===== src/hdl/edsd_pkg.sv =====
// Shared constants, types and register codes for the ellipsoid distance pipeline.
package edsd_pkg;

  localparam int CW        = 24;
  localparam int REG_W     = 16;
  localparam int REG_COUNT = 6;
  localparam int IDX_W     = 3;

  localparam int U_W    = CW + REG_W;
  localparam int LO_W   = (U_W + 1) / 2;
  localparam int HI_W   = U_W - LO_W;
  localparam int ROOT_W = U_W + 1;
  localparam int SUM_W  = 2 * ROOT_W;
  localparam int R_W    = ROOT_W + 2;
  localparam int KLO_W  = (ROOT_W + 1) / 2;
  localparam int KHI_W  = ROOT_W - KLO_W;
  localparam int NUM_W  = 2 * ROOT_W + 1;
  localparam int DIV_SH = 14;
  localparam int FRAC_K = 26;
  localparam int D_W    = ROOT_W + DIV_SH;
  localparam int CMP_W  = ((NUM_W > D_W + CW) ? NUM_W : D_W + CW) + 1;

  localparam int FRONT_LAT = 4;
  localparam int PREP_LAT  = 4;
  localparam int LATENCY   = 1 + FRONT_LAT + ROOT_W + PREP_LAT + CW + 1;

  localparam logic [ROOT_W-1:0] K_ONE   = ROOT_W'(1) << FRAC_K;
  localparam logic [CW-1:0]     HALF    = CW'(1) << (CW - 1);
  localparam logic [CW-1:0]     HALF_M1 = HALF - CW'(1);

  typedef enum logic [IDX_W-1:0] {
    REG_INV_X    = 0,
    REG_INV_Y    = 1,
    REG_INV_Z    = 2,
    REG_INV_SQ_X = 3,
    REG_INV_SQ_Y = 4,
    REG_INV_SQ_Z = 5
  } reg_index_t;

  localparam logic [REG_W-1:0] REG_RESET [REG_COUNT] =
    '{16'd10923, 16'd5461, 16'd16384, 16'd7282, 16'd1820, 16'd16384};

  typedef struct packed {
    logic signed [CW-1:0] px;
    logic signed [CW-1:0] py;
    logic signed [CW-1:0] pz;
  } point_t;

  typedef struct packed {
    logic signed [CW-1:0] distance;
    logic                 at_centre;
  } result_t;

  typedef logic [2:0][CW-1:0]    mag_set_t;
  typedef logic [2:0][REG_W-1:0] axis_set_t;

  typedef struct packed {
    logic [SUM_W-1:0]  s;
    logic [R_W-1:0]    r;
    logic [ROOT_W-1:0] q;
  } root_word_t;

  typedef struct packed {
    logic [CMP_W-1:0] rem;
    logic [CMP_W-1:0] dsh;
    logic [CW-1:0]    q;
    logic             neg;
    logic             zero;
    logic             ovf;
  } div_word_t;

endpackage


===== src/hdl/edsd_div_cell.sv =====
// One quotient bit of the restoring division, registered toward the next cell.
module edsd_div_cell (
  input  logic                  clk,
  input  edsd_pkg::div_word_t   word_in,
  output edsd_pkg::div_word_t   word_out
);

  logic take;

  assign take = (word_in.rem >= word_in.dsh);

  always_ff @(posedge clk) begin
    word_out.rem  <= take ? (word_in.rem - word_in.dsh) : word_in.rem;
    word_out.dsh  <= word_in.dsh >> 1;
    word_out.q    <= {word_in.q[edsd_pkg::CW-2:0], take};
    word_out.neg  <= word_in.neg;
    word_out.zero <= word_in.zero;
    word_out.ovf  <= word_in.ovf;
  end

endmodule


===== config.mk =====
export PLATFORM = sky130hd
export DESIGN_NAME = edsd_div_cell
export DESIGN_NICKNAME = d
export VERILOG_FILES = /design/src/hdl/edsd_pkg.sv /design/src/hdl/edsd_div_cell.sv
export SDC_FILE = /design/constraint.sdc
export NUM_CORES = 1
export LEC_CHECK = 0
export ABC_AREA = 1
export BUFFER_PORTS_ARGS = -buffer_cell sky130_fd_sc_hd__buf_2
export CORE_MARGIN = 8
export CORE_UTILIZATION = 30
export CTS_CLUSTER_SIZE = 28
export DETAILED_ROUTE_END_ITERATION = 8
export SYNTH_ARGS = -nofsm -noshare
export SYNTH_HDL_FRONTEND = slang
export SYNTH_SLANG_ARGS = --single-unit
export TNS_END_PERCENT = 30

===== constraint.sdc =====
create_clock -name clk -period 3.5 [get_ports clk]
set_input_delay 0.35 -clock clk [delete_from_list [all_inputs] [get_ports clk]]
set_output_delay 0.35 -clock clk [all_outputs]
set_load 0.02 [all_outputs]

==> qor.txt <==
Net switching power: 2.80 mW
Die Y: 228 um
Commonest non-fill, non-tap cell in the layout: nand2_1
Gr usage total: 20.8%
Largest Register: word_out
Mapped Nets: 2572
Largest net degree at the start of global routing: 51
Sw Ratio: 38.8%
Fmax: 341 MHz
Global-route wire length before repair: 83300 um
Type of the most critical hold path: in2reg
Slew HR: 57.9%
CTS tree: built
Register area share after synthesis: 28.8%
Vias in the first global route: 14400
Cell area after placement: 16100 um2
RSZ-0062 raised after global routing: false
Max reg flops: 194
TNS Setup: 0 ps
Clk root buf: clkbuf_16
Number of synthesized flops with an enable pin: 0
Status: complete, no violations
Share of cells above drive strength 1: 18.0%
Post-Layout Cell Count: 3403
Antenna Nets Post-Route: 0
DRC Markers: 0
IO Port Bufs: 388
Worst EP arrival: 3360 ps
Mux cell area share after synthesis: 0%
Post-synthesis async set-or-reset flop share: 0%
Startpoint Class: primary input
Post-synthesis cell count: 2291
Comb power frac: 35.9%
Synth Area in Adders: 7.94%
Sequential share of power: 34.8%
Final Setup Violations: 0
Netlist Area Pre-Place: 13500 um2
Slew Viols, Final: 0
Final Total Pwr: 7.21 mW
Initial Util: 30.4%
Mean Syn Cell Area: 5.89 um2
Clock Tree Buf Depth: 2
Die Area: 52000 um2
Post-Layout Inst Area: 17800 um2
Clock share of power: 29.2%
Iteration-0 DRC Markers: 1039
Largest family of logic cells by synthesized area: simple AND/OR/NAND/NOR gates
Synth Area in Compound Gates: 4.84%
Initial antenna violation count: 3
Final core utilization: 40.2%
Worst-path maximum fanout: 30
Maxcap violations: 0
Core Rows: 77
Final period utilization: 83.8%
Core region area: 44300 um2
Final hold vios: 0
Most frequent cells in the layout: nand2_1 (928), inv_1 (504), buf_2 (388)
Synth Area in XOR/XNOR: 2.99%
Nets@finish: 3078
Final wirelength: 55300 um
Global route total overflow: 0
Critical Path Sink Type: register
Warnings from Yosys: 0
Via density per instance: 4.33
Worst path required time: 3920 ps
Tmin final: 2930 ps
Largest regs: word_out: 194 flops
Layout area overhead: 32.1%
Wire per inst: 16.3 um
TritonCTS buffer count: 17
Vias: 14800
Cells after DPL: 3261
Unique cell type count in the Yosys netlist: 31
PwrDens: 404 nW/um2
Clk slew on worst S/H paths: 80 ps
Yosys reg bits: 194
Placer Congestion: 1.00
Filler Cells Inserted: 4998
Ys flop type: dfxtp_1
Simple-Gate Fraction of Synth Area: 39.9%
Slew @ Worst Pin: 625 ps
Hold path cells: 3
Pre-antenna DRT Iters: 5
Post-cts resize count: 0
H-Tree Depth: 4
Max VDD drop: 0.276 mV
Crit path kind: in2reg
Detail Placement HPWL: 47300 um
CTS sink cnt: 194
Int Pwr: 4.41 mW
Leak: 10.6 nW
Die X: 228 um
IO Pins: 391
-- cells in the mapped netlist, types with 4 or more instances --
cell / instances / area [um2]
inv_1: 504 / 1890
ha_1: 84 / 1050
nand3b_1: 12 / 90.1
nand3_1: 97 / 485
inv_2: 8 / 30.0
buf_4: 8 / 60.1
buf_12: 4 / 80.1
nor2_4: 8 / 90.1
o21ai_0: 21 / 105
xor2_1: 46 / 403
nor2_1: 175 / 657
nor3_1: 17 / 85.1
a21oi_1: 83 / 415
dfxtp_1: 194 / 3880
nand4_1: 7 / 43.8
o21bai_1: 17 / 128
buf_2: 6 / 30.0
nand2_2: 43 / 269
nor2_2: 13 / 81.3
nand2_1: 928 / 3480
-- metrics by stage --
stage               setup WS (ps)  hold WS (ps)
floorplan                    1350           378
global placement              665           452
detailed placement            643           454
CTS                           634          11.7
global route                  408          43.4
finish                        568          62.1
-- cell type report --
type	count	area (um2)	share of cell area, %
Clock inverter	15	205	1.15
Tap cell	592	741	4.15
Inverter	513	1930	10.8
Multi-Input combinational cell	1566	7510	42.1
Clock buffer	17	425	2.39
Antenna cell	1	2.50	0.0140
Sequential cell	194	3880	21.8
Timing Repair Buffer	505	3130	17.6
-- power groups by stage --
stage	sequential, mW	clock, mW	combinational, mW
global placement	2.56	0	2.49
detailed placement	2.56	0	2.49
floorplan	2.90	0	1.27
CTS	2.51	2.21	2.60
finish	2.51	2.11	2.59
global route	2.53	2.28	2.85
-- repair_timing --
| item | in CTS | in global routing |
|---|---|---|
| hold buffers | 109 | 0 |
| setup endpoints to repair | 0 | 0 |
| endpoints found under the hold margin | 109 | 0 |
| buffers inserted | 0 | 0 |
-- cell families after synthesis --
| family | Yosys count |
|---|---|
| simple gates | 1312 |
| buf+inv | 531 |
| flops | 194 |
| compound gates | 122 |
| fa+ha+maj | 85 |
| xor+xnor | 46 |
| other cells | 1 |
-- critical path, stage by stage --
cell and delay [ps]:
dlygate4sd3_1 530, buf_2 110, inv_1 40, ha_1 360
nand2_2 130, inv_1 50, nand2_1 60, nand2_1 100
a21oi_1 360, o21ai_1 210, inv_1 130, nand3_2 110
nand2_2 90, nand2_4 80, inv_4 270, buf_12 220
nand2_1 70, nand2_1 60
-- final timing paths --
| kind | start | end | slack (ps) |
|---|---|---|---|
| hold / removal | word_in[157] | word_out[157] | 60 |
| setup / recovery | word_in[73] | word_out[131] | 570 |
-- per-layer routing --
metal  GRT usage (%)  share of wire [%]  wire length (um)
met1            25.5                 44             24400
met2            35.5                 47             26100
met3            4.86                6.1              3370
met4            6.92                2.7              1500
met5               0              0.040                22
Note: power is estimated with default switching activity, not from simulation.
