`config.mk`:
```
export PLATFORM = sky130hd
export DESIGN_NAME = edsd_root_cell
export DESIGN_NICKNAME = d
export VERILOG_FILES = /design/src/hdl/edsd_pkg.sv /design/src/hdl/edsd_root_cell.sv
export SDC_FILE = /design/constraint.sdc
export NUM_CORES = 1
export LEC_CHECK = 0
export BUFFER_PORTS_ARGS = -buffer_cell sky130_fd_sc_hd__buf_4
export CAP_MARGIN = 10
export CORE_AREA = 4 4 127 129
export DETAILED_ROUTE_END_ITERATION = 8
export DIE_AREA = 0 0 131 133
export GPL_ROUTABILITY_DRIVEN = 0
export GPL_TIMING_DRIVEN = 0
export PLACE_DENSITY = 0.87
export REMOVE_ABC_BUFFERS = 1
export SLEW_MARGIN = 40
export SYNTH_ARGS = -nofsm -noshare
export SYNTH_HDL_FRONTEND = slang
export SYNTH_SLANG_ARGS = --single-unit
```
`constraint.sdc`:
```
create_clock -name clk -period 5.2 [get_ports clk]
set_clock_uncertainty 0.2 [all_clocks]
set_input_delay 1.3 -clock clk [delete_from_list [all_inputs] [get_ports clk]]
set_output_delay 1.3 -clock clk [all_outputs]
set_load 0.02 [all_outputs]
```
`src/hdl/edsd_pkg.sv`:
```
// Shared constants, types and register codes for the ellipsoid distance pipeline.
package edsd_pkg;

  localparam int CW        = 24;
  localparam int REG_W     = 16;
  localparam int REG_COUNT = 6;
  localparam int IDX_W     = 3;

  localparam int U_W    = CW + REG_W;
  localparam int LO_W   = (U_W + 1) / 2;
  localparam int HI_W   = U_W - LO_W;
  localparam int ROOT_W = U_W + 1;
  localparam int SUM_W  = 2 * ROOT_W;
  localparam int R_W    = ROOT_W + 2;
  localparam int KLO_W  = (ROOT_W + 1) / 2;
  localparam int KHI_W  = ROOT_W - KLO_W;
  localparam int NUM_W  = 2 * ROOT_W + 1;
  localparam int DIV_SH = 14;
  localparam int FRAC_K = 26;
  localparam int D_W    = ROOT_W + DIV_SH;
  localparam int CMP_W  = ((NUM_W > D_W + CW) ? NUM_W : D_W + CW) + 1;

  localparam int FRONT_LAT = 4;
  localparam int PREP_LAT  = 4;
  localparam int LATENCY   = 1 + FRONT_LAT + ROOT_W + PREP_LAT + CW + 1;

  localparam logic [ROOT_W-1:0] K_ONE   = ROOT_W'(1) << FRAC_K;
  localparam logic [CW-1:0]     HALF    = CW'(1) << (CW - 1);
  localparam logic [CW-1:0]     HALF_M1 = HALF - CW'(1);

  typedef enum logic [IDX_W-1:0] {
    REG_INV_X    = 0,
    REG_INV_Y    = 1,
    REG_INV_Z    = 2,
    REG_INV_SQ_X = 3,
    REG_INV_SQ_Y = 4,
    REG_INV_SQ_Z = 5
  } reg_index_t;

  localparam logic [REG_W-1:0] REG_RESET [REG_COUNT] =
    '{16'd10923, 16'd5461, 16'd16384, 16'd7282, 16'd1820, 16'd16384};

  typedef struct packed {
    logic signed [CW-1:0] px;
    logic signed [CW-1:0] py;
    logic signed [CW-1:0] pz;
  } point_t;

  typedef struct packed {
    logic signed [CW-1:0] distance;
    logic                 at_centre;
  } result_t;

  typedef logic [2:0][CW-1:0]    mag_set_t;
  typedef logic [2:0][REG_W-1:0] axis_set_t;

  typedef struct packed {
    logic [SUM_W-1:0]  s;
    logic [R_W-1:0]    r;
    logic [ROOT_W-1:0] q;
  } root_word_t;

  typedef struct packed {
    logic [CMP_W-1:0] rem;
    logic [CMP_W-1:0] dsh;
    logic [CW-1:0]    q;
    logic             neg;
    logic             zero;
    logic             ovf;
  } div_word_t;

endpackage

```
`src/hdl/edsd_root_cell.sv`:
```
// One digit step of the bit-pair square root, registered toward the next cell.
module edsd_root_cell (
  input  logic                   clk,
  input  edsd_pkg::root_word_t   word_in,
  output edsd_pkg::root_word_t   word_out
);

  logic [edsd_pkg::R_W-1:0] r2;
  logic [edsd_pkg::R_W-1:0] trial;
  logic                     take;

  always_comb begin
    r2    = {word_in.r[edsd_pkg::R_W-3:0],
             word_in.s[edsd_pkg::SUM_W-1:edsd_pkg::SUM_W-2]};
    trial = {word_in.q, 2'b01};
    take  = (r2 >= trial);
  end

  always_ff @(posedge clk) begin
    word_out.s <= word_in.s << 2;
    word_out.r <= take ? (r2 - trial) : r2;
    word_out.q <= {word_in.q[edsd_pkg::ROOT_W-2:0], take};
  end

endmodule

```
==> summary by stage <==
Outcome
The run finished with clean final reports.

Clocking
The clock drives 164 sinks. The clock buffer count from CTS is 17. The number of hold buffers added after CTS is 0. The number of buffers on the longest clock path is 2. The number of gates resized after CTS was 0. The CTS tree is done. The clock transition at the register clock pins on the worst setup and hold paths after CTS is 0.07 ns. The H-tree was split into 4 levels. The tree is rooted in a clkbuf_16. The count of buffers added by post-CTS timing repair for setup is 0.

Finish
The area added between synthesis and finish is 44.53%. The largest registers in the layout are word_out: 164 flops. Of the cells placed in the final design, the portion with a size suffix greater than 1 is 40.61%. The flip-flop count of the largest register, all copies and words added is between 150 and 200. Measured on the finished design, the core utilization comes to around two thirds. The number of antenna diodes in the final layout is 0. The final layout contains roughly 1200 nets.

word_out holds more flip-flops than any other register.

Drt
The number of iterations in the first detailed-routing pass is 8. The via total after detailed routing is 6403. The detailed-route vias per instance is around 5.3. The first routing iteration left approximately 430 violations.

The remaining number of nets flagged by the antenna check after routing is 0. The average wire length per cell after detail routing is approximately 19 um. The number of design rule violations left after detail routing is 0.

Wires add up to around 22 mm.

Power
The internal portion of the total power is 2438 uW. Of the total power, combinational logic draws roughly a quarter. The worst-case IR drop observed on VDD is between 0.2 and 0.25 mV. The analysis attributes to net switching a power of about 1100 uW.

The share of total power dissipated in the clock network is between 30% and 40%. The switching fraction of total power is 30.80%. The power density over the cells is between 300 and 400 nW/um^2. Sequential cells account for just under 40% of the total power. The standby leakage power is between 0.004 and 0.005 uW.

Placement
The half-perimeter wire length after placement is approximately 18 mm. The count of port buffers added during placement is 328. OpenSTA, run right after detailed placement, puts the worst setup slack at just over 0.6 ns.

Floorplanning
The floorplan die area is between 15000 and 20000 um^2. During I/O placement, the number of pins put on the boundary was 333. The core box area is about 15000 um^2. Row generation in the floorplan step produced 45 rows.

The die width is between 100 and 150 um. The floorplan die height is 133 um. The initial utilization of the core area, before any placement, comes to 46.09%.

Timing
The shortest clock period the worst path allows after layout is 4.128 ns. Setup total negative slack on the finished layout was measured at 0 ns. Setup slack closes at 1.072 ns. The number of failing hold endpoints at the final stage is 0. The post-route clock period utilization is ~79%. The number of max-slew violations in the final report is 0. At the pin with the least slew margin, the transition time is roughly 0.66 ns. Setup repair after global routing left no endpoint under its margin. Derived from the worst setup path, the maximum achievable clock frequency is approximately 240 MHz. Measured against its own limit, the worst slew margin works out to a little under three fifths. Setup violations remaining at the end of the flow were counted as 0.

Synthesis
The number of enable-type register cells in the synthesized netlist is 0. Counting flops and latches in the post-synthesis netlist gives ~160. The fraction of synthesized cell area taken by the top area cell type is between 40% and 50%.

By area the synthesized netlist is led by dfxtp_1 47%, ha_1 7.8%, mux2_2 3.4%, mux2_4 3.3%, a21oi_1 3.2%. The number of warning messages in the yosys log is 0. The leading register cell type out of synthesis is dfxtp_1. The most repeated cell in the gate-level netlist after synthesis is dfxtp_1. The async set-or-reset flop fraction in the synthesized netlist is 0%. In this run the cell area of the synthesized design comes to slightly below 7000 um^2. By count the netlist is led by 164 x dfxtp_1, 51 x inv_1, 44 x a21oi_1, 43 x ha_1. The synthesized area per cell is between 10 and 15 um^2.

The synthesized instance count is 683. Of all cell types, the one taking the most synthesized area is dfxtp_1. After synthesis, flip-flops and latches occupy a little under half of the total area. Counting distinct cell types in the post-synthesis netlist gives 60.

Critical path
The arrival time of the worst setup path is around 4.3 ns. The critical path launch point type is an input pin. The critical path class is input pin to flop. The sort of element at the end of the critical path is a flop. The critical-path maximum fanout is 38.

Data on the critical path is required at its endpoint by roughly 5.3 ns.

Min path
The worst hold path stage count is 1. The type of the tightest min-delay check is input pin to flop.

GRT
The largest net degree at the start of global routing is 39. The overall global routing resource usage is about 25%. The total grt overflow is 0. The initial antenna violation count is 0.

The number of global-route vias before repair is between 6000 and 7000. The first global-routing pass estimated 33.34 mm of wire.

Run
The max-cap violation count is 0.
[per-stage QoR]
stage	std cells	hold WS, ns	total power [uW]	area, um^2
after floorplan	657	1.128	1948	6735
after global placement	1173	1.204	2310	9433
after detailed placement	1173	1.205	2328	9433
after CTS	1205	0.7517	3548	10010
after global routing	1205	0.7376	3677	10010
final	1205	0.7664	3523	10010
[power groups by stage]
stage / clock (uW) / combinational (uW) / sequential (uW)
2_1_floorplan: 0 / 382 / 1570
3_3_place_gp: 0 / 889 / 1420
3_5_place_dp: 0 / 903 / 1420
4_1_cts: 1240 / 911 / 1400
5_1_grt: 1300 / 973 / 1410
6_report: 1210 / 911 / 1400
[worst max-delay path: stages]
cell	delay [ns]
buf_4	0.08
inv_1	0.04
ha_1	0.38
o211ai_1	0.14
o211a_1	0.24
nor3_2	0.23
o2111ai_1	0.19
a21oi_2	0.33
o2111a_2	0.38
nor2_8	0.08
inv_4	0.43
mux2_2	0.40
[cell families after synthesis]
family	share of synthesized area, %
AOI/OAI and AO/OA	16.27
xor gates and xnor gates	4.171
adders and majority gates	7.765
buffers and inverters	5.706
DFF	47.38
muxes	6.663
other	0.05412
and+or+nand+nor	11.99
[path summary, 6_finish.rpt]
| path | from | end |
|---|---|---|
| worst max-delay path | word_in[2] | word_out[60] |
| worst min-delay path | word_in[130] | word_out[132] |
[final cells by class]
class | instances | area [um^2]
Clock buffer | 18 | 439.2
Timing Repair Buffer | 328 | 2462
Multi-Input combinational cell | 441 | 3254
Tap cell | 188 | 235.2
Sequential cell | 164 | 3283
Fill cell | 1188 | 5019
Inverter | 52 | 197.7
Clock inverter | 14 | 142.6
[placed cells by master (no fill, tap or decap), types with 14 or more instances in the layout]
cell type  synthesis  routed
buf_4              3     328
dfxtp_1          164     164
inv_1             51      51
a21oi_1           44      44
ha_1              43      43
nand2_1           37      37
nor2_1            37      37
a21o_1            26      26
xnor2_1           23      23
mux2_2            21      21
o21ai_0           18      18
clkbuf_16          0      17
nor3_1            15      15
mux2_4            15      15
nand3_1           14      14
[layer usage]
layer	up-vias	share of wire, %	routed length, um	GRT usage [%]
li1	3046	-	-	-
met1	2961	37	8260	26.38
met4	0	3.2	714	9.086
met3	55	9.5	2129	9.003
met5	-	0	0	0
met2	341	51	11350	43.74
Note: power is estimated with default switching activity, not from simulation.
