File: src/hdl/edsd_pkg.sv
// Shared constants, types and register codes for the ellipsoid distance pipeline.
package edsd_pkg;

  localparam int CW        = 24;
  localparam int REG_W     = 16;
  localparam int REG_COUNT = 6;
  localparam int IDX_W     = 3;

  localparam int U_W    = CW + REG_W;
  localparam int LO_W   = (U_W + 1) / 2;
  localparam int HI_W   = U_W - LO_W;
  localparam int ROOT_W = U_W + 1;
  localparam int SUM_W  = 2 * ROOT_W;
  localparam int R_W    = ROOT_W + 2;
  localparam int KLO_W  = (ROOT_W + 1) / 2;
  localparam int KHI_W  = ROOT_W - KLO_W;
  localparam int NUM_W  = 2 * ROOT_W + 1;
  localparam int DIV_SH = 14;
  localparam int FRAC_K = 26;
  localparam int D_W    = ROOT_W + DIV_SH;
  localparam int CMP_W  = ((NUM_W > D_W + CW) ? NUM_W : D_W + CW) + 1;

  localparam int FRONT_LAT = 4;
  localparam int PREP_LAT  = 4;
  localparam int LATENCY   = 1 + FRONT_LAT + ROOT_W + PREP_LAT + CW + 1;

  localparam logic [ROOT_W-1:0] K_ONE   = ROOT_W'(1) << FRAC_K;
  localparam logic [CW-1:0]     HALF    = CW'(1) << (CW - 1);
  localparam logic [CW-1:0]     HALF_M1 = HALF - CW'(1);

  typedef enum logic [IDX_W-1:0] {
    REG_INV_X    = 0,
    REG_INV_Y    = 1,
    REG_INV_Z    = 2,
    REG_INV_SQ_X = 3,
    REG_INV_SQ_Y = 4,
    REG_INV_SQ_Z = 5
  } reg_index_t;

  localparam logic [REG_W-1:0] REG_RESET [REG_COUNT] =
    '{16'd10923, 16'd5461, 16'd16384, 16'd7282, 16'd1820, 16'd16384};

  typedef struct packed {
    logic signed [CW-1:0] px;
    logic signed [CW-1:0] py;
    logic signed [CW-1:0] pz;
  } point_t;

  typedef struct packed {
    logic signed [CW-1:0] distance;
    logic                 at_centre;
  } result_t;

  typedef logic [2:0][CW-1:0]    mag_set_t;
  typedef logic [2:0][REG_W-1:0] axis_set_t;

  typedef struct packed {
    logic [SUM_W-1:0]  s;
    logic [R_W-1:0]    r;
    logic [ROOT_W-1:0] q;
  } root_word_t;

  typedef struct packed {
    logic [CMP_W-1:0] rem;
    logic [CMP_W-1:0] dsh;
    logic [CW-1:0]    q;
    logic             neg;
    logic             zero;
    logic             ovf;
  } div_word_t;

endpackage

File: src/hdl/edsd_prep.sv
// Turns the two scaled lengths into the rounded numerator, divisor and flags.
module edsd_prep (
  input  logic                        clk,
  input  logic                        rst,
  input  logic                        in_valid,
  input  logic [edsd_pkg::ROOT_W-1:0] k0,
  input  logic [edsd_pkg::ROOT_W-1:0] k1,
  output logic                        out_valid,
  output edsd_pkg::div_word_t         word_out
);

  logic [edsd_pkg::ROOT_W-1:0]                 a1, dm1;
  logic [edsd_pkg::D_W-1:0]                    d1, d2, d3;
  logic                                        neg1, neg2, neg3, zero1, zero2, zero3;
  logic [2*edsd_pkg::KHI_W-1:0]                pp_hh;
  logic [edsd_pkg::KHI_W+edsd_pkg::KLO_W-1:0]  pp_hl, pp_lh;
  logic [2*edsd_pkg::KLO_W-1:0]                pp_ll;
  logic [edsd_pkg::NUM_W-1:0]                  num;
  logic [edsd_pkg::NUM_W-1:0]                  num_next;
  logic [edsd_pkg::PREP_LAT-1:0]               vld;

  always_comb begin
    num_next = (edsd_pkg::NUM_W'(pp_hh) << (2 * edsd_pkg::KLO_W))
             + ((edsd_pkg::NUM_W'(pp_hl) + edsd_pkg::NUM_W'(pp_lh)) << edsd_pkg::KLO_W)
             + edsd_pkg::NUM_W'(pp_ll)
             + edsd_pkg::NUM_W'(d2 >> 1);
  end

  always_ff @(posedge clk) begin
    // Distance to the unit level set and its sign.
    neg1  <= (k0 < edsd_pkg::K_ONE);
    dm1   <= (k0 < edsd_pkg::K_ONE) ? (edsd_pkg::K_ONE - k0) : (k0 - edsd_pkg::K_ONE);
    a1    <= k0;
    zero1 <= (k1 == '0);
    d1    <= edsd_pkg::D_W'(k1) << edsd_pkg::DIV_SH;
    // Partial products of the numerator.
    pp_hh <= a1[edsd_pkg::ROOT_W-1:edsd_pkg::KLO_W] * dm1[edsd_pkg::ROOT_W-1:edsd_pkg::KLO_W];
    pp_hl <= a1[edsd_pkg::ROOT_W-1:edsd_pkg::KLO_W] * dm1[edsd_pkg::KLO_W-1:0];
    pp_lh <= a1[edsd_pkg::KLO_W-1:0] * dm1[edsd_pkg::ROOT_W-1:edsd_pkg::KLO_W];
    pp_ll <= a1[edsd_pkg::KLO_W-1:0] * dm1[edsd_pkg::KLO_W-1:0];
    d2    <= d1;
    neg2  <= neg1;
    zero2 <= zero1;
    // Numerator with the rounding half of the divisor added in.
    num   <= num_next;
    d3    <= d2;
    neg3  <= neg2;
    zero3 <= zero2;
    // Quotients that need more than the output width saturate.
    word_out.rem  <= edsd_pkg::CMP_W'(num);
    word_out.dsh  <= edsd_pkg::CMP_W'(d3) << (edsd_pkg::CW - 1);
    word_out.q    <= '0;
    word_out.neg  <= neg3;
    word_out.zero <= zero3;
    word_out.ovf  <= (edsd_pkg::CMP_W'(num) >= (edsd_pkg::CMP_W'(d3) << edsd_pkg::CW));
  end

  always_ff @(posedge clk) begin
    if (rst) begin
      vld <= '0;
    end else begin
      vld <= {vld[edsd_pkg::PREP_LAT-2:0], in_valid};
    end
  end

  assign out_valid = vld[edsd_pkg::PREP_LAT-1];

endmodule

File: config.mk
export PLATFORM = sky130hd
export DESIGN_NAME = edsd_prep
export DESIGN_NICKNAME = d
export VERILOG_FILES = /design/src/hdl/edsd_pkg.sv /design/src/hdl/edsd_prep.sv
export SDC_FILE = /design/constraint.sdc
export NUM_CORES = 2
export LEC_CHECK = 0
export BUFFER_PORTS_ARGS = -buffer_cell sky130_fd_sc_hd__buf_2
export CAP_MARGIN = 20
export CORE_ASPECT_RATIO = 0.9
export CORE_MARGIN = 5
export CORE_UTILIZATION = 44
export CTS_CLUSTER_SIZE = 40
export DETAILED_ROUTE_END_ITERATION = 10
export GPL_TIMING_DRIVEN = 0
export SLEW_MARGIN = 20
export SYNTH_ARGS = -nofsm -noshare
export SYNTH_HDL_FRONTEND = slang
export SYNTH_SLANG_ARGS = --single-unit
File: constraint.sdc
create_clock -name clk -period 6.85 [get_ports clk]
set_input_delay 0.3425 -clock clk [delete_from_list [all_inputs] [get_ports clk]]
set_output_delay 0.3425 -clock clk [all_outputs]
set_load 0.05 [all_outputs]
==> key figures <==
Layout
  • P&R area growth vs syn: 20.1%
  • Layout cell share with drive strength beyond 1: 15.8%
  • Fill cell count: approximately 16000
  • Post-route insts no fill: 11200
  • Most frequent cells in the layout: 1665 x inv_1, 1351 x fa_1, 905 x nand2_1
  • Commonest non-fill, non-tap cell in the layout: inv_1
  • Nets: 11100

Floorplanning
  • Die Y: 406 um
  • Initial cell density of the core: 44.1%
  • # rows: 145
  • # IOs: between 200 and 300
  • Die Wd: 450 um
  • Core Box Area: 173000 um2
  • Die ar.: ~180000 um2

Routing
  • ANT nets after route: 0
  • Vias per inst: 5.40
  • Avg WL per Cell: 26.7 um
  • Post-route DRC: 0
  • 1st-pass router iterations: 8
  • Via Count: 60600
  • Routed WL: 300000 um
  • Drt first-iter violations: between 5000 and 6000

Place
  • Pre-CTS setup slack: -2.02 ns
  • Placed wire-length estimate: 242000 um
  • Port buffer count: 212
  • Placer congestion estimate: 1.01
  • Placed cell count: 10800

Synthesis
  • Syn Inst Count: 8239
  • Fraction of registers with async set/reset: 0%
  • Post-synthesis sequential area ratio: 15.4%
  • Number of distinct library cells after synthesis: 68
  • Post-Syn Area: 76500 um2
  • Post-synthesis register bit count: slightly below 600
  • Post-synth EDFFs: 0
  • Ys flop type: dfxtp_1
  • Avg Inst Size Synth: a little over 9 um2
  • Synthesis warning total: 0

Worst setup path
  • Worst r2r path cells: 27
  • CP Launch Type: flop
  • R2R Path End: pp_ll[41]
  • Worst path bufs/invs: 8
  • Crit path DAT: 7.54 ns
  • Crit-path max FO: 6
  • WP data required: roughly 7.3 ns
  • R2r setup slk: -0.26 ns
  • CP max stage cell: fa_1
  • CP Class: flop to flop
  • Reg2reg start: dm1[4]
  • Crit path largest cell delay: 0.52 ns
  • Most common cell on crit path: fa_1
  • CP top delay family: adder cells
  • Crit path capture type: flop

Timing
  • Final min period: 7.11 ns
  • Worst Skew: 0.0377 ns
  • Worst Slack Setup Final: -0.262 ns
  • Least-Margin Pin Slew: 1.22 ns
  • Slew margin rel.: between 10% and 20%
  • Period utilisation layout: 104%
  • Slew Viols, Final: 0
  • Final hold violation count: 0
  • FMAX: 141 MHz
  • RSZ-0062 raised after global routing: true
  • Setup TNS Final: -2.46 ns
  • Setup Viol. Count Final: 19

GRT
  • First-pass GRT wire length: 429000 um
  • Initial antenna violation count: 78
  • Gr ovfl total: 0
  • Largest net degree at the start of global routing: 17
  • Gr usage total: between 30% and 40%
  • Vias in the first global route: slightly above 60000

Outcome
  • Outcome: complete, but fails checks
  • Failing checks: setup timing

Clock tree
  • Total CTS buffers: between 50 and 60
  • CTS tree: done
  • Num Clock Sinks: roughly 590
  • Clock buffer depth: 3
  • H-tree levels: 2
  • Worst-path clk slew: 0.07 ns
  • Worst skew pair latency: 0.70 ns
  • CTS root buf: clkbuf_16

Min path
  • Hold endpoint: d1[33]
  • Hold Path Stages: 2
  • Hold crit path type: input pin to flop
  • Hold Path Origin: k1[19]

Run
  • Max Cap Viol: 0
## stage by stage
step | area [um2] | hold WS [ns] | util (%)
finish | 91900 | 0.319 | 53.0
global route | 91800 | 0.323 | 53.0
global placement | 80700 | 0.310 | 46.6
floorplan | 76700 | 0.310 | -
detailed placement | 80900 | 0.312 | 46.7
CTS | 89500 | 0.287 | 51.6
## flip-flops by register name, indices dropped and copies added, names as in the netlist, 4 cells and up
register  cells
d3           41
dm1          41
word_out    127
vld           4
pp_ll        42
pp_lh        41
num          83
pp_hl        41
d1           41
d2           41
pp_hh        40
a1           40
## worst reg2reg max path: cells and delay by family, from the launching register on
family | cells | cell delay (ns)
fa+ha+maj | 8 | 3.72
compound gates | 7 | 1.24
buf+inv | 8 | 0.63
simple gates | 3 | 0.61
flops | 1 | 0.48
mux | 1 | 0.21
## cells in the mapped netlist (all sizes together) (11+ instances only)
library cell	n	area [um2]
o21bai	37	278
clkbuf	372	1400
a211oi	26	200
ha	757	9470
o21a	26	195
nor4	32	200
nor2	134	503
inv	1719	6450
xor2	104	911
or2	12	75.1
o21ai	130	654
and2	922	5770
a41oi	11	96.3
a21o	142	1070
dfxtp	588	11800
a31oi	22	138
nor3	38	190
nand2	918	3450
a21oi	239	1200
nand4	57	357
and3	32	200
nor2b	28	175
or3	14	87.6
nand2b	28	175
o31ai	15	118
nand3	61	305
a221oi	11	96.3
fa	1389	27800
xnor2	191	1670
buf	73	531
## layout make-up
type / count / area (um2) / share of cell area (%)
Multi-Input combinational cell: 5554 / 59200 / 64.4
Sequential cell: 588 / 12000 / 13.1
Inverter: 1719 / 6450 / 7.02
Buffer: 434 / 5260 / 5.73
Timing Repair Buffer: 521 / 3940 / 4.29
Tap cell: 2278 / 2850 / 3.10
Clock buffer: 68 / 1550 / 1.69
Clock inverter: 40 / 541 / 0.588
Antenna cell: 32 / 80.1 / 0.0872
## cells by family after synthesis
kind of cell | Yosys count | synth area share (%)
adders and majority gates | 2146 | 48.7
other | 1 | 0.00490
xor gates and xnor gates | 295 | 3.38
and+or+nand+nor | 2299 | 15.3
DFF | 588 | 15.4
AOI/OAI and AO/OA | 745 | 6.27
muxes | 1 | 0.0131
buffers and inverters | 2164 | 11.0
## layer usage
metal  share of wire, %  up-vias  global-route usage, %
met5              0.095        -                      0
met4                5.8       30                   14.8
met2                 43     3101                   49.4
met3                 11      725                   9.30
li1                   -    26100                      -
met1                 40    30600                   43.1
## worst max path at each step
stage	depth (start not counted)	to	from	slack, ns
final	27	pp_ll[41]	dm1[4]	-0.26
after global routing	28	pp_hl[32]	dm1[11]	-0.37
after CTS	24	pp_ll[38]	dm1[4]	-0.13
after detailed placement	23	pp_hl[39]	dm1[0]	-2.02
after global placement	23	pp_hl[34]	dm1[0]	-2.45
after floorplan	26	pp_ll[39]	dm1[4]	0.13
## timing repair
action | CTS | global route
pin swaps | 131 | 196
hold buffers | 84 | 0
gates resized for setup | 1213 | 393
setup buffers | 104 | 111
hold endpoints to repair | 120 | 0
endpoints found under the setup margin | 123 | 79
gates cloned | 2 | 3
Power is left out: the tool's default activity adds up to more than one toggle a clock period on the data nets, which glitch-free logic cannot reach.
